### config.mk
export PLATFORM = sky130hd
export DESIGN_NAME = servo_flip_sequencer
export DESIGN_NICKNAME = d
export VERILOG_FILES = /design/src/design/sfs_pkg.sv /design/src/design/sfs_front.sv /design/src/design/sfs_resq.sv /design/src/design/sfs_core.sv /design/src/design/servo_flip_sequencer.sv
export SDC_FILE = /design/constraint.sdc
export NUM_CORES = 1
export LEC_CHECK = 0
export ABC_AREA = 1
export BUFFER_PORTS_ARGS = -buffer_cell sky130_fd_sc_hd__buf_2
export CAP_MARGIN = 25
export CORE_AREA = 5 5 156 188
export CTS_BUF_LIST = sky130_fd_sc_hd__clkbuf_16
export DETAILED_ROUTE_END_ITERATION = 10
export DIE_AREA = 0 0 161 193
export GPL_TIMING_DRIVEN = 0
export HOLD_SLACK_MARGIN = 0.1
export PLACE_DENSITY = 0.77
export SLEW_MARGIN = 20
export SYNTH_ARGS = -nofsm -noshare
export SYNTH_HDL_FRONTEND = slang
export SYNTH_SLANG_ARGS = --single-unit
### constraint.sdc
create_clock -name clk -period 7 [get_ports clk]
set_input_delay 1.75 -clock clk [delete_from_list [all_inputs] [get_ports clk]]
set_output_delay 1.75 -clock clk [all_outputs]
set_load 0.05 [all_outputs]
### src/design/sfs_pkg.sv
// Shared types and constants for the servo flip sequencer.
package sfs_pkg;

    localparam int POSITION_BITS = 12;
    localparam int TIMER_BITS = 12;
    localparam int POLL_BITS = 5;
    localparam int CFG_INDEX_BITS = 3;

    localparam int QUEUE_DEPTH = 4;
    localparam int PTR_BITS = $clog2(QUEUE_DEPTH);
    localparam int COUNT_BITS = PTR_BITS + 1;

    localparam logic [TIMER_BITS-1:0] TIMER_MAX = {TIMER_BITS{1'b1}};
    localparam logic [POLL_BITS-1:0] POLL_MAX = {POLL_BITS{1'b1}};
    localparam logic [POLL_BITS-1:0] POLL_PERIOD = POLL_BITS'(20);
    localparam logic [TIMER_BITS-1:0] COMPRESS_WAIT = TIMER_BITS'(750);
    localparam logic [TIMER_BITS-1:0] MIDDLE_IN_SETTLE = TIMER_BITS'(200);
    localparam logic [POSITION_BITS-1:0] TOLERANCE_RESET = POSITION_BITS'(50);
    localparam logic [TIMER_BITS-1:0] TIMEOUT_RESET = TIMER_BITS'(2500);

    typedef enum logic [2:0] {
        CMD_TICK  = 3'd0,
        CMD_START = 3'd1,
        CMD_STOP  = 3'd2,
        CMD_ACK   = 3'd3,
        CMD_REPLY = 3'd4,
        CMD_OTHER = 3'd5
    } cmd_kind_t;

    typedef enum logic [1:0] {
        REQ_NONE       = 2'd0,
        REQ_WRITE_GOAL = 2'd1,
        REQ_READ_POS   = 2'd2,
        REQ_TORQUE_OFF = 2'd3
    } request_t;

    typedef enum logic [1:0] {
        SERVO_BOTTOM = 2'd0,
        SERVO_TOP    = 2'd1,
        SERVO_MIDDLE = 2'd2
    } servo_t;

    typedef enum logic [2:0] {
        ERR_NONE       = 3'd0,
        ERR_MIDDLE_OUT = 3'd1,
        ERR_ROTATE     = 3'd2,
        ERR_MIDDLE_IN  = 3'd3,
        ERR_RELEASE    = 3'd4
    } error_t;

    typedef enum logic [CFG_INDEX_BITS-1:0] {
        CFG_COMPRESS   = 3'd0,
        CFG_MIDDLE_OUT = 3'd1,
        CFG_TOP_A      = 3'd2,
        CFG_TOP_B      = 3'd3,
        CFG_MIDDLE_IN  = 3'd4,
        CFG_RELEASE    = 3'd5,
        CFG_TOLERANCE  = 3'd6,
        CFG_TIMEOUT    = 3'd7
    } cfg_index_t;

    typedef struct packed {
        cmd_kind_t                kind;
        logic                     failed;
        logic [POSITION_BITS-1:0] position;
    } item_t;

    typedef struct packed {
        request_t                 request;
        servo_t                   servo;
        logic [POSITION_BITS-1:0] goal;
        logic                     done;
        error_t                   error_code;
        logic                     busy;
        logic                     last;
    } result_t;

endpackage

### src/design/sfs_front.sv
// Input side: decodes each command and holds it in a short queue for the sequencer.
module sfs_front
    import sfs_pkg::*;
(
    input  logic                     clk,
    input  logic                     rst_n,
    input  logic                     push,
    input  logic [2:0]               cmd,
    input  logic                     reply_failed,
    input  logic [POSITION_BITS-1:0] position,
    output logic                     full,
    output logic                     item_valid,
    output item_t                    item,
    input  logic                     item_take
);

    item_t                mem_reg [QUEUE_DEPTH];
    logic [PTR_BITS-1:0]  wr_ptr_reg;
    logic [PTR_BITS-1:0]  rd_ptr_reg;
    logic [COUNT_BITS-1:0] count_reg;
    logic                 do_push;
    logic                 do_pop;
    item_t                item_in;

    always_comb
    begin
        item_in.failed = reply_failed;
        item_in.position = position;
        case (cmd)
            CMD_TICK:  item_in.kind = CMD_TICK;
            CMD_START: item_in.kind = CMD_START;
            CMD_STOP:  item_in.kind = CMD_STOP;
            CMD_ACK:   item_in.kind = CMD_ACK;
            CMD_REPLY: item_in.kind = CMD_REPLY;
            default:   item_in.kind = CMD_OTHER;
        endcase
    end

    assign full = (count_reg == COUNT_BITS'(QUEUE_DEPTH));
    assign item_valid = (count_reg != '0);
    assign item = mem_reg[rd_ptr_reg];
    assign do_push = push && !full;
    assign do_pop = item_take && item_valid;

    always_ff @(posedge clk)
    begin
        if (do_push)
        begin
            mem_reg[wr_ptr_reg] <= item_in;
        end
    end

    always_ff @(posedge clk or negedge rst_n)
    begin
        if (!rst_n)
        begin
            wr_ptr_reg <= '0;
            rd_ptr_reg <= '0;
            count_reg <= '0;
        end
        else
        begin
            if (do_push)
            begin
                wr_ptr_reg <= wr_ptr_reg + 1'b1;
            end
            if (do_pop)
            begin
                rd_ptr_reg <= rd_ptr_reg + 1'b1;
            end
            if (do_push && !do_pop)
            begin
                count_reg <= count_reg + 1'b1;
            end
            else if (do_pop && !do_push)
            begin
                count_reg <= count_reg - 1'b1;
            end
        end
    end

endmodule

### src/design/sfs_resq.sv
// Output side: queue of finished results waiting to be taken.
module sfs_resq
    import sfs_pkg::*;
(
    input  logic    clk,
    input  logic    rst_n,
    input  logic    res_valid,
    input  result_t res,
    output logic    res_ready,
    output logic    empty,
    output result_t head,
    input  logic    pop
);

    result_t               mem_reg [QUEUE_DEPTH];
    logic [PTR_BITS-1:0]   wr_ptr_reg;
    logic [PTR_BITS-1:0]   rd_ptr_reg;
    logic [COUNT_BITS-1:0] count_reg;
    logic                  do_push;
    logic                  do_pop;

    assign res_ready = (count_reg != COUNT_BITS'(QUEUE_DEPTH));
    assign empty = (count_reg == '0);
    assign head = mem_reg[rd_ptr_reg];
    assign do_push = res_valid && res_ready;
    assign do_pop = pop && !empty;

    always_ff @(posedge clk)
    begin
        if (do_push)
        begin
            mem_reg[wr_ptr_reg] <= res;
        end
    end

    always_ff @(posedge clk or negedge rst_n)
    begin
        if (!rst_n)
        begin
            wr_ptr_reg <= '0;
            rd_ptr_reg <= '0;
            count_reg <= '0;
        end
        else
        begin
            if (do_push)
            begin
                wr_ptr_reg <= wr_ptr_reg + 1'b1;
            end
            if (do_pop)
            begin
                rd_ptr_reg <= rd_ptr_reg + 1'b1;
            end
            if (do_push && !do_pop)
            begin
                count_reg <= count_reg + 1'b1;
            end
            else if (do_pop && !do_push)
            begin
                count_reg <= count_reg - 1'b1;
            end
        end
    end

endmodule

### src/design/sfs_core.sv
// Sequencer: configuration registers, flip sequence state and move tracking.
module sfs_core
    import sfs_pkg::*;
(
    input  logic                      clk,
    input  logic                      rst_n,
    input  logic                      cfg_valid,
    input  logic [CFG_INDEX_BITS-1:0] cfg_index,
    input  logic [POSITION_BITS-1:0]  cfg_data,
    input  logic                      item_valid,
    input  item_t                     item,
    output logic                      item_take,
    input  logic                      res_ready,
    output logic                      res_valid,
    output result_t                   res
);

    typedef enum logic [2:0] {
        ST_IDLE       = 3'd0,
        ST_COMPRESS   = 3'd1,
        ST_MIDDLE_OUT = 3'd2,
        ST_ROTATE     = 3'd3,
        ST_MIDDLE_IN  = 3'd4,
        ST_RELEASE    = 3'd5
    } step_t;

    typedef enum logic [1:0] {
        PH_ACK    = 2'd0,
        PH_POLL   = 2'd1,
        PH_SETTLE = 2'd2
    } phase_t;

    localparam logic [1:0] STOP_LAST = 2'd2;

    logic [POSITION_BITS-1:0] compress_reg;
    logic [POSITION_BITS-1:0] middle_out_reg;
    logic [POSITION_BITS-1:0] top_a_reg;
    logic [POSITION_BITS-1:0] top_b_reg;
    logic [POSITION_BITS-1:0] middle_in_reg;
    logic [POSITION_BITS-1:0] release_reg;
    logic [POSITION_BITS-1:0] tolerance_reg;
    logic [TIMER_BITS-1:0]    timeout_reg;

    step_t                    step_reg, step_next;
    phase_t                   phase_reg, phase_next;
    logic                     toggle_reg, toggle_next;
    logic [POSITION_BITS-1:0] target_reg, target_next;
    logic [TIMER_BITS-1:0]    move_elapsed_reg, move_elapsed_next;
    logic [TIMER_BITS-1:0]    settle_elapsed_reg, settle_elapsed_next;
    logic [POLL_BITS-1:0]     poll_elapsed_reg, poll_elapsed_next;
    error_t                   error_reg, error_next;
    logic [1:0]               stop_cnt_reg, stop_cnt_next;

    logic [TIMER_BITS-1:0]    move_bump;
    logic [TIMER_BITS-1:0]    settle_bump;
    logic [POLL_BITS-1:0]     poll_bump;
    logic [POSITION_BITS-1:0] diff;
    logic                     in_move;
    logic                     go;
    logic                     do_fail;
    logic                     do_succeed;
    logic                     do_begin;
    step_t                    begin_step;
    logic [POSITION_BITS-1:0] begin_target;

    function automatic servo_t servo_of(input step_t s);
        case (s)
            ST_ROTATE:  servo_of = SERVO_TOP;
            ST_RELEASE: servo_of = SERVO_BOTTOM;
            default:    servo_of = SERVO_MIDDLE;
        endcase
    endfunction

    function automatic error_t error_of(input step_t s);
        case (s)
            ST_MIDDLE_OUT: error_of = ERR_MIDDLE_OUT;
            ST_ROTATE:     error_of = ERR_ROTATE;
            ST_MIDDLE_IN:  error_of = ERR_MIDDLE_IN;
            ST_RELEASE:    error_of = ERR_RELEASE;
            default:       error_of = ERR_NONE;
        endcase
    endfunction

    assign move_bump = (move_elapsed_reg != TIMER_MAX) ? move_elapsed_reg + 1'b1
                                                       : move_elapsed_reg;
    assign settle_bump = (settle_elapsed_reg != TIMER_MAX) ? settle_elapsed_reg + 1'b1
                                                           : settle_elapsed_reg;
    assign poll_bump = (poll_elapsed_reg != POLL_MAX) ? poll_elapsed_reg + 1'b1
                                                      : poll_elapsed_reg;
    assign diff = (item.position >= target_reg) ? item.position - target_reg
                                                : target_reg - item.position;
    assign in_move = (step_reg == ST_MIDDLE_OUT) || (step_reg == ST_ROTATE)
                  || (step_reg == ST_MIDDLE_IN) || (step_reg == ST_RELEASE);
    assign go = item_valid && res_ready;

    always_comb
    begin
        step_next = step_reg;
        phase_next = phase_reg;
        toggle_next = toggle_reg;
        target_next = target_reg;
        move_elapsed_next = move_elapsed_reg;
        settle_elapsed_next = settle_elapsed_reg;
        poll_elapsed_next = poll_elapsed_reg;
        error_next = error_reg;
        stop_cnt_next = stop_cnt_reg;
        item_take = 1'b0;
        res_valid = 1'b0;
        res = '0;
        do_fail = 1'b0;
        do_succeed = 1'b0;
        do_begin = 1'b0;
        begin_step = ST_IDLE;
        begin_target = '0;

        if (go)
        begin
            res_valid = 1'b1;
            case (item.kind)
                CMD_TICK:
                begin
                    move_elapsed_next = move_bump;
                    settle_elapsed_next = settle_bump;
                    poll_elapsed_next = poll_bump;
                    if (step_reg == ST_COMPRESS)
                    begin
                        if (settle_bump > COMPRESS_WAIT)
                        begin
                            do_begin = 1'b1;
                            begin_step = ST_MIDDLE_OUT;
                            begin_target = middle_out_reg;
                        end
                    end
                    else if (in_move)
                    begin
                        if (phase_reg == PH_POLL)
                        begin
                            if (move_bump > timeout_reg)
                            begin
                                do_fail = 1'b1;
                            end
                            else if (poll_bump > POLL_PERIOD)
                            begin
                                poll_elapsed_next = '0;
                                res.request = REQ_READ_POS;
                                res.servo = servo_of(step_reg);
                            end
                        end
                        else if (phase_reg == PH_SETTLE)
                        begin
                            if (settle_bump > MIDDLE_IN_SETTLE)
                            begin
                                do_succeed = 1'b1;
                            end
                        end
                    end
                end
                CMD_START:
                begin
                    if (step_reg == ST_IDLE)
                    begin
                        phase_next = PH_ACK;
                        target_next = '0;
                        move_elapsed_next = '0;
                        settle_elapsed_next = '0;
                        poll_elapsed_next = '0;
                        error_next = ERR_NONE;
                        step_next = ST_COMPRESS;
                        res.request = REQ_WRITE_GOAL;
                        res.servo = SERVO_BOTTOM;
                        res.goal = compress_reg;
                    end
                end
                CMD_STOP:
                begin
                    res.request = REQ_TORQUE_OFF;
                    res.servo = servo_t'(stop_cnt_reg);
                    if (stop_cnt_reg == STOP_LAST)
                    begin
                        stop_cnt_next = '0;
                        step_next = ST_IDLE;
                        phase_next = PH_ACK;
                        target_next = '0;
                        move_elapsed_next = '0;
                        settle_elapsed_next = '0;
                        poll_elapsed_next = '0;
                    end
                    else
                    begin
                        stop_cnt_next = stop_cnt_reg + 1'b1;
                    end
                end
                CMD_ACK:
                begin
                    if (in_move && (phase_reg == PH_ACK))
                    begin
                        if (item.failed || (move_elapsed_reg > timeout_reg))
                        begin
                            do_fail = 1'b1;
                        end
                        else
                        begin
                            phase_next = PH_POLL;
                            poll_elapsed_next = '0;
                        end
                    end
                end
                CMD_REPLY:
                begin
                    if (in_move && (phase_reg == PH_POLL))
                    begin
                        if (item.failed || (move_elapsed_reg > timeout_reg))
                        begin
                            do_fail = 1'b1;
                        end
                        else if (diff <= tolerance_reg)
                        begin
                            if (step_reg == ST_MIDDLE_IN)
                            begin
                                phase_next = PH_SETTLE;
                                settle_elapsed_next = '0;
                            end
                            else
                            begin
                                do_succeed = 1'b1;
                            end
                        end
                    end
                end
                default:
                begin
                end
            endcase

            if (do_succeed)
            begin
                case (step_reg)
                    ST_MIDDLE_OUT:
                    begin
                        do_begin = 1'b1;
                        begin_step = ST_ROTATE;
                        begin_target = toggle_reg ? top_a_reg : top_b_reg;
                        toggle_next = !toggle_reg;
                    end
                    ST_ROTATE:
                    begin
                        do_begin = 1'b1;
                        begin_step = ST_MIDDLE_IN;
                        begin_target = middle_in_reg;
                    end
                    ST_MIDDLE_IN:
                    begin
                        do_begin = 1'b1;
                        begin_step = ST_RELEASE;
                        begin_target = release_reg;
                    end
                    default:
                    begin
                        step_next = ST_IDLE;
                        res.done = 1'b1;
                    end
                endcase
            end

            if (do_fail)
            begin
                error_next = error_of(step_reg);
                step_next = ST_IDLE;
                res.done = 1'b1;
            end

            if (do_fail || do_begin || (do_succeed && step_next == ST_IDLE))
            begin
                phase_next = PH_ACK;
                target_next = '0;
                move_elapsed_next = '0;
                settle_elapsed_next = '0;
                poll_elapsed_next = '0;
            end

            if (do_begin)
            begin
                step_next = begin_step;
                target_next = begin_target;
                res.request = REQ_WRITE_GOAL;
                res.servo = servo_of(begin_step);
                res.goal = begin_target;
            end

            res.error_code = error_next;
            res.busy = (step_next != ST_IDLE);
            if (item.kind == CMD_STOP)
            begin
                res.busy = 1'b0;
                res.last = (stop_cnt_reg == STOP_LAST);
                item_take = (stop_cnt_reg == STOP_LAST);
            end
            else
            begin
                res.last = 1'b1;
                item_take = 1'b1;
            end
        end
    end

    always_ff @(posedge clk or negedge rst_n)
    begin
        if (!rst_n)
        begin
            compress_reg <= '0;
            middle_out_reg <= '0;
            top_a_reg <= '0;
            top_b_reg <= '0;
            middle_in_reg <= '0;
            release_reg <= '0;
            tolerance_reg <= TOLERANCE_RESET;
            timeout_reg <= TIMEOUT_RESET;
            step_reg <= ST_IDLE;
            phase_reg <= PH_ACK;
            toggle_reg <= 1'b0;
            target_reg <= '0;
            move_elapsed_reg <= '0;
            settle_elapsed_reg <= '0;
            poll_elapsed_reg <= '0;
            error_reg <= ERR_NONE;
            stop_cnt_reg <= '0;
        end
        else
        begin
            if (cfg_valid)
            begin
                case (cfg_index_t'(cfg_index))
                    CFG_COMPRESS:   compress_reg <= cfg_data;
                    CFG_MIDDLE_OUT: middle_out_reg <= cfg_data;
                    CFG_TOP_A:      top_a_reg <= cfg_data;
                    CFG_TOP_B:      top_b_reg <= cfg_data;
                    CFG_MIDDLE_IN:  middle_in_reg <= cfg_data;
                    CFG_RELEASE:    release_reg <= cfg_data;
                    CFG_TOLERANCE:  tolerance_reg <= cfg_data;
                    CFG_TIMEOUT:    timeout_reg <= cfg_data;
                    default:
                    begin
                    end
                endcase
            end
            step_reg <= step_next;
            phase_reg <= phase_next;
            toggle_reg <= toggle_next;
            target_reg <= target_next;
            move_elapsed_reg <= move_elapsed_next;
            settle_elapsed_reg <= settle_elapsed_next;
            poll_elapsed_reg <= poll_elapsed_next;
            error_reg <= error_next;
            stop_cnt_reg <= stop_cnt_next;
        end
    end

`ifndef ASSERT_OFF
    // The settle phase belongs to the middle-in move only.
    assert property (@(posedge clk) disable iff (!rst_n)
        (phase_reg == PH_SETTLE) |-> (step_reg == ST_MIDDLE_IN))
        else $error("settle phase outside the middle-in move");

    // An idle sequencer has no move in progress.
    assert property (@(posedge clk) disable iff (!rst_n)
        (step_reg == ST_IDLE) |-> (phase_reg == PH_ACK))
        else $error("idle with a move phase still active");

    // A torque-off burst in progress keeps its emergency stop at the queue head.
    assert property (@(posedge clk) disable iff (!rst_n)
        (stop_cnt_reg != 2'd0) |-> (item_valid && item.kind == CMD_STOP))
        else $error("torque-off burst lost its emergency stop");

    // The end of a sequence always leaves the block idle.
    assert property (@(posedge clk) disable iff (!rst_n)
        (res_valid && res.done) |=> (step_reg == ST_IDLE))
        else $error("sequence done but sequencer still running");

    // A result is never produced into a full result queue.
    assert property (@(posedge clk) disable iff (!rst_n)
        res_valid |-> res_ready)
        else $error("result produced while result queue is full");
`endif

endmodule

### src/design/servo_flip_sequencer.sv
// Top level of the servo flip sequencer: input queue, sequencer and result queue.
// A pushed request is written into the input queue, then its result into the
// result queue (empty low). Throughput: one request per cycle while that queue
// has room; an emergency stop writes one torque-off result per servo, in turn.
// Reset (rst_n low, asynchronous) empties both queues, idles the sequencer and
// loads the default tolerance of 50 and move timeout of 2500 ticks.
module servo_flip_sequencer
    import sfs_pkg::*;
(
    input  logic                      clk,
    input  logic                      rst_n,
    input  logic                      push,
    output logic                      full,
    input  logic [2:0]                cmd,
    input  logic                      reply_failed,
    input  logic [POSITION_BITS-1:0]  position,
    output logic                      empty,
    input  logic                      pop,
    output logic [1:0]                request,
    output logic [1:0]                servo_select,
    output logic [POSITION_BITS-1:0]  goal,
    output logic                      sequence_done,
    output logic [2:0]                error_code,
    output logic                      busy_res,
    output logic                      last,
    input  logic                      cfg_valid,
    output logic                      cfg_ready,
    input  logic [CFG_INDEX_BITS-1:0] cfg_index,
    input  logic [POSITION_BITS-1:0]  cfg_data
);

    logic    item_valid;
    item_t   item;
    logic    item_take;
    logic    res_valid;
    logic    res_ready;
    result_t res;
    result_t head;

    assign cfg_ready = 1'b1;

    sfs_front u_front (
        .clk          (clk),
        .rst_n        (rst_n),
        .push         (push),
        .cmd          (cmd),
        .reply_failed (reply_failed),
        .position     (position),
        .full         (full),
        .item_valid   (item_valid),
        .item         (item),
        .item_take    (item_take)
    );

    sfs_core u_core (
        .clk        (clk),
        .rst_n      (rst_n),
        .cfg_valid  (cfg_valid),
        .cfg_index  (cfg_index),
        .cfg_data   (cfg_data),
        .item_valid (item_valid),
        .item       (item),
        .item_take  (item_take),
        .res_ready  (res_ready),
        .res_valid  (res_valid),
        .res        (res)
    );

    sfs_resq u_resq (
        .clk       (clk),
        .rst_n     (rst_n),
        .res_valid (res_valid),
        .res       (res),
        .res_ready (res_ready),
        .empty     (empty),
        .head      (head),
        .pop       (pop)
    );

    assign request = head.request;
    assign servo_select = head.servo;
    assign goal = head.goal;
    assign sequence_done = head.done;
    assign error_code = head.error_code;
    assign busy_res = head.busy;
    assign last = head.last;

endmodule
== Word-level counts from Yosys, hierarchy flattened ==
Memory sizes are Yosys's and may differ from the RTL's.
Cells that the tools add are included.

* Reduce and logical (&&, ||, !) cells: 57
* Magnitude comparators: 7
* Eq/ne operators: 40
* Multiplexer cells: 118
* Add/sub/neg operators: 14

{| class="wikitable"
|+ Operators by type and width
! kind !! count
|-
| $mux W12 || 19
|-
| $pmux W12 S3 || 2
|-
| $mux W3 || 19
|-
| $mux W5 || 11
|-
| $pmux W12 S4 || 1
|-
| $mux W1 || 35
|-
| $eq A3 B3 Y1 const B || 10
|-
| $eq A3 B2 Y1 const B || 9
|-
| $add A12 B1 Y12 const B || 2
|-
| $gt A12 B12 Y1 || 2
|-
| $ne A12 B12 Y1 const B || 2
|-
| $pmux W12 S2 || 1
|-
| $sub A12 B12 Y12 || 2
|-
| $mux W2 || 11
|-
| $mux W22 || 1
|-
| $mux W4 || 5
|-
| $pmux W5 S4 || 1
|-
| $logic_not A3 Y1 || 6
|-
| $reduce_and A2 Y1 || 9
|-
| $mux W16 || 1
|-
| $mux W15 || 1
|-
| $ne A3 B1 Y1 const B || 5
|-
| $pmux W3 S5 || 1
|-
| $reduce_bool A5 Y1 || 3
|-
| other kinds (38) || 77
|}

* Bits in writable memories: 152
* Bits of input ports: 36
* Output and inout bits: 25
* Logic and storage cells: 261
* Memories kept: 2
* Flip-flop bits (word level): 162

{| class="wikitable"
|+ Memory list
! memory !! words !! bits a word !! rd ports !! clocked after Yosys merged registers in !! wr ports !! line !! text
|-
| u_resq.mem_reg || 4 || 22 || 1 || 0 || 1 || sfs_resq.sv:15 || <nowiki>result_t mem_reg [QUEUE_DEPTH];</nowiki>
|-
| u_front.mem_reg || 4 || 16 || 1 || 0 || 1 || sfs_front.sv:17 || <nowiki>item_t mem_reg [QUEUE_DEPTH];</nowiki>
|}

== Depth between registers and ports, before layout ==
* Word-level depth: 18
* Gate-level depth with buffers: 38
* Gate-level depth less buffers: 34

== By module ==
A second synthesis with hierarchy kept.

* Cells, all modules: 1851
* Area total of the unflattened synthesis: 16577.1 sq um

{| class="wikitable"
|+ Modules (own cells, without submodules)
! module !! instances !! cells an instance !! seq. area each (sq um) !! area an instance (sq um)
|-
| sfs_core || 1 || 1282 || 3713.6 || 9556.7
|-
| sfs_resq || 1 || 316 || 2817.7 || 3971.3
|-
| sfs_front || 1 || 251 || 2097.0 || 3037.9
|-
| servo_flip_sequencer || 1 || 2 || 0.0 || 11.3
|}

== Worst setup path before layout ==
Ideal clock, no wire load.

* Kind: reg2reg
* Start: reg u_front.rd_ptr_reg[0]
* End: reg u_core.settle_elapsed_reg[9]
* Stages on the path, launching flop included: 35
* Path slack: 2.028 ns
* Buffers on the path: 6
* Required time: 6.882 ns
* Arrival: 4.854 ns
* Setup time: 0.118 ns
* Clock period less this slack: 4.972 ns
* Path through: dfrtp_1 -> buf_4 -> inv_2 -> buf_6 -> clkbuf_1 -> nand2_1 -> a32oi_1 -> inv_1 -> ha_1 -> clkbuf_1 -> nand2_1 -> o21ai_0 -> a21oi_1 -> nand3_1 -> clkinv_1 -> o21ai_0 -> o22ai_1 -> xnor2_1 -> inv_1 -> ha_1 -> nand2_1 -> nor3_1 -> nand2_1 -> nand3_1 -> nand2_1 -> nand4_1 -> nand2_4 -> o21ai_4 -> nand3_2 -> nor2_4 -> buf_6 -> nand3_4 -> nand3_4 -> buf_6 -> o21ai_2

* Cells in the longest elaborated chain, start to end: 17
* Elaborated cells between the ends (all ways): 45
* Classes of those cells: add/sub (2); order compare (2); eq/ne (10); mux (22); reduce/logical (8); memory (1)

{| class="wikitable"
|+ RTL lines
! element !! line !! text
|-
| start: declaration || sfs_front.sv:19 || <nowiki>logic [PTR_BITS-1:0] rd_ptr_reg;</nowiki>
|-
| start signal: assignment || sfs_front.sv:69 || <nowiki>rd_ptr_reg <= rd_ptr_reg + 1'b1;</nowiki>
|-
| $mem_v2 Z4 W16 (*) || -- ||
|-
| $sub A12 B12 Y12 (tied with other cells) || sfs_core.sv:91 || <nowiki>: target_reg - item.position;</nowiki>
|-
| $mux W12 || sfs_core.sv:90 || <nowiki>assign diff = (item.position >= target_reg) ? item.position - target_reg</nowiki>
|-
| $le A12 B12 Y1 || sfs_core.sv:216 || <nowiki>else if (diff <= tolerance_reg)</nowiki>
|-
| $mux W1 || sfs_core.sv:216 ||
|-
| $mux W1 || sfs_core.sv:212 || <nowiki>if (item.failed || (move_elapsed_reg > timeout_reg))</nowiki>
|-
| $mux W1 || sfs_core.sv:210 || <nowiki>if (in_move && (phase_reg == PH_POLL))</nowiki>
|-
| $pmux W1 S2 || sfs_core.sv:119 || <nowiki>case (item.kind)</nowiki>
|-
| $mux W1 || sfs_core.sv:116 || <nowiki>if (go)</nowiki>
|-
| $mux W3 || sfs_core.sv:235 || <nowiki>if (do_succeed)</nowiki>
|-
| $mux W3 || sfs_core.sv:265 || <nowiki>if (do_fail)</nowiki>
|-
| $mux W3 || sfs_core.sv:116 ||
|-
| $logic_not A3 Y1 || sfs_core.sv:272 || <nowiki>if (do_fail || do_begin || (do_succeed && step_next == ST_IDLE))</nowiki>
|-
| $logic_and A1 B1 Y1 || sfs_core.sv:272 ||
|-
| $logic_or A1 B1 Y1 || sfs_core.sv:272 ||
|-
| $ne A3 B1 Y1 (no line) (tied with other cells) || -- ||
|-
| $reduce_and A8 Y1 (no line) || -- ||
|-
| end signal: assignment || sfs_core.sv:351 || <nowiki>settle_elapsed_reg <= settle_elapsed_next;</nowiki>
|-
| end: declaration || sfs_core.sv:49 || <nowiki>logic [TIMER_BITS-1:0] settle_elapsed_reg, settle_elapsed_next;</nowiki>
|}

Every way passes the cells marked *; elsewhere a longest branch is shown, timed or not. The select of a mux whose other input is x is not followed.
A chain may end at the register's enable or synchronous reset.

==> flow_summary.yaml <==
sta:
  relSlewSlack: 0.400
  final.setup.worst_slack_ns: 0.503
  rsz0062_at_grt: "no"
  max_freq_ghz: 0.154
  skew_ns: 0.0203
  worst_pin_slew_ns: 0.900
  finalHoldViolCount: 0
  finalSetupTns_ns: 0
  period_needed_ns: 6.50
  fin_crit_sh: 0.928
  slew_viol_final: 0
  setup_viol: 0
clocking:
  cts_sinks: 314
  clk_latency_ns: 0.59
  cts_buffer_depth: 3
  cts_buffers: 31
  clk_pin_slew_ns: 0.06
  cts_tree: "yes"
  htreeDepth: 1
  clockRootBuffer: "clkbuf_16"
critical_path:
  critPathRequiredTime_ns: 7.30
  crit_path_frequent_cell: "nand2_1"
  end_kind: "flop"
  cp_top_family: "compound AO/OA/AOI/OAI gates"
  crit_fanout: 10
  cp_slowest_stage_delay_ns: 0.41
  cp.arrival_ns: 6.80
  crit_buf_inv: 10
  cp_slowest_cell: "o21ai_0"
  worstRegToRegCells: 31
  criticalPathCategory: "flop to flop"
  timing.rr.end: "u_resq.mem_reg[0][9]$_DFFE_PP_"
  r2r-start: "u_front.rd_ptr_reg[0]$_DFFE_PN0P_"
  r2r_setup_slack_ns: 0.50
  critPathLaunchType: "flop"
global_routing:
  grtUsageTotal: 0.251
  overflow: 0
  grt_pass1_wl_microns: 62800
  grt_pass1_vias: 12400
  grt_max_degree: 88
  antenna_found_initial: 1
routing:
  dr_total_vias: 12500
  wl_microns: 38700
  viasPerCell: 5.64
  drtAntennaViolNets: 0
  route.detailed.drc: 0
  first_pass_iters: 6
  wl_per_cell_microns: 17.5
  first_iter_violations: 863
finish:
  nets: 1960
  num_antenna_cells: 0
  largest_reg_flops: 88
  drive_gt1_frac: 0.109
  fill_cells: 2224
  area_growth_syn_to_layout_pct: 11.6
min_path:
  hold_end: "u_core.top_b_reg[11]$_DFFE_PN0P_"
  worstHoldStart: "u_core.top_b_reg[11]$_DFFE_PN0P_"
  hold_path_depth: 2
  hp-class: "flop to flop"
synthesis:
  synth_seq_cells: 314
  syn_nets: 1864
  syn_avg_cell_area_sq_um: 9.17
  synth.distinct_cells: 56
  yosysSeqAreaShare: 0.537
  synth_cells: 1752
  synth-edff-count: 152
  syn-cell-area_sq_um: 16100
  synth_flop_cell: "dfrtp_1"
  async_reset_ff_frac: 0.516
  yosysWarnings: 0
die:
  start_util: 0.584
  pin_count: 61
  fp.dieW_microns: 161
  die-area_sq_um: 31100
  die_h_microns: 193
  rows: 67
  coreArea_sq_um: 27500
power_and_ir_drop:
  powerDensity_nw_per_um2: 490
  leakagePower_nw: 8.01
  ir_drop_mv: 0.278
job:
  maxCapViolations: 0
placement:
  place_ws_ns: 0.361
  gp_congestion: 0.920
  dp_hpwl_microns: 27600
  io_buffer_count: 59
outcome:
  status: "completed"
[cell usage in the layout (no fill, tap or decap), types with 9 or more instances in the layout]
| cell type | n |
|---|---|
| clkinv_1 | 9 |
| xnor2_1 | 11 |
| nor3_1 | 20 |
| edfxtp_1 | 152 |
| a21oi_1 | 79 |
| o22ai_1 | 25 |
| dfrtp_1 | 154 |
| ha_1 | 72 |
| o21ai_1 | 15 |
| nand4_1 | 18 |
| a32oi_1 | 11 |
| nand3_1 | 43 |
| clkbuf_16 | 31 |
| xor2_1 | 20 |
| inv_1 | 208 |
| o21ai_2 | 11 |
| inv_2 | 15 |
| a221oi_1 | 16 |
| clkbuf_1 | 42 |
| nor2_1 | 133 |
| o21ai_0 | 204 |
| nand2_1 | 393 |
| buf_2 | 61 |
[worst min-delay path: cells and delay by family (launching register included)]
family,cells,cell delay (ns)
AND/OR/NAND/NOR,1,0.05
flip-flops,1,0.34
AO/OA/AOI/OAI,1,0.06
[Yosys cell counts, types with 4 or more instances]
library cell	n	area share
buf_4	4	0.0019
o21ai_0	204	0.064
a211oi_1	4	0.0019
nand4_1	18	0.0070
inv_1	201	0.047
o21ai_2	11	0.0060
fa_1	4	0.0050
a21oi_1	79	0.025
nor3_1	20	0.0062
o22ai_1	25	0.0097
ha_1	72	0.056
edfxtp_1	152	0.28
a31oi_1	5	0.0019
xnor2_1	11	0.0060
a221oi_1	16	0.0087
o21ai_1	15	0.0047
buf_6	6	0.0042
nor2_1	141	0.033
dfstp_2	8	0.013
dfrtp_1	154	0.24
clkbuf_1	47	0.011
nand3_1	43	0.013
clkinv_1	4	0.00093
xor2_1	20	0.011
a32oi_1	11	0.0060
inv_2	15	0.0035
nor2_4	4	0.0028
nand3_2	7	0.0044
o211ai_1	6	0.0028
nor2_2	4	0.0016
nand2_2	5	0.0019
nand2_1	393	0.092
[timing repair]
item                                    in CTS  in global routing
setup buffers                                0                  0
resized for setup                            0                 10
hold buffers                                 0                  0
endpoints found under the setup margin       0                 47
[per-stage QoR]
| step | instance area [sq um] | std cells | power, W | hold WS [ns] | util |
|---|---|---|---|---|---|
| after floorplan | 16100 | 1752 | 0.00596 | 0.449 | - |
| after global placement | 16800 | 2156 | 0.00697 | 0.464 | 0.611 |
| after detailed placement | 16900 | 2160 | 0.00714 | 0.473 | 0.615 |
| after CTS | 17900 | 2218 | 0.00881 | 0.489 | 0.652 |
| after global routing | 17900 | 2218 | 0.00945 | 0.503 | 0.652 |
| final | 17900 | 2218 | 0.00877 | 0.484 | 0.652 |
[layer usage]
layer / global-route usage / routed length (microns) / part of all wire
met2: 0.455 / 19700 / 0.51
met1: 0.310 / 15700 / 0.41
met5: 0 / 13 / 0.00034
met4: 0.0870 / 1180 / 0.031
met3: 0.0359 / 2130 / 0.055
[where the power goes]
part / internal [W] / switching, W
Clock: 0.000922 / 0.000718
Sequential: 0.00253 / 0.000216
Combinational: 0.00137 / 0.00302
[cell type report]
class / count / area (sq um) / share of cell area
Inverter: 220 / 826 / 0.0461
Multi-Input combinational cell: 1156 / 6350 / 0.355
Buffer: 62 / 303 / 0.0169
Timing Repair Buffer: 63 / 374 / 0.0209
Clock buffer: 31 / 776 / 0.0433
Clock inverter: 27 / 229 / 0.0128
Sequential cell: 314 / 8630 / 0.481
Tap cell: 345 / 432 / 0.0241
[worst max path at each step]
stage                                            from                                       end  cells after the start
floorplan           u_front.rd_ptr_reg[0]$_DFFE_PN0P_  u_core.settle_elapsed_reg[9]$_DFFE_PN0P_                     34
global placement    u_front.rd_ptr_reg[0]$_DFFE_PN0P_           u_resq.mem_reg[2][16]$_DFFE_PP_                     31
detailed placement  u_front.rd_ptr_reg[0]$_DFFE_PN0P_            u_resq.mem_reg[3][9]$_DFFE_PP_                     31
CTS                 u_front.rd_ptr_reg[0]$_DFFE_PN0P_           u_resq.mem_reg[0][16]$_DFFE_PP_                     30
global route        u_front.rd_ptr_reg[0]$_DFFE_PN0P_            u_resq.mem_reg[0][9]$_DFFE_PP_                     31
finish              u_front.rd_ptr_reg[0]$_DFFE_PN0P_            u_resq.mem_reg[0][9]$_DFFE_PP_                     31
[kinds of logic (layout without fill, tap and decap cells)]
| logic type | Yosys count | count (layout) | share of synthesized area |
|---|---|---|---|
| other cells | 1 | 1 | 0.000233 |
| compound gates | 395 | 395 | 0.141 |
| simple gates | 648 | 648 | 0.171 |
| flops | 314 | 314 | 0.537 |
| buf+inv | 282 | 403 | 0.0699 |
| xor+xnor | 31 | 31 | 0.0169 |
| mux | 5 | 5 | 0.00327 |
| fa+ha+maj | 76 | 76 | 0.0611 |
Power figures use the tool's default switching activity.
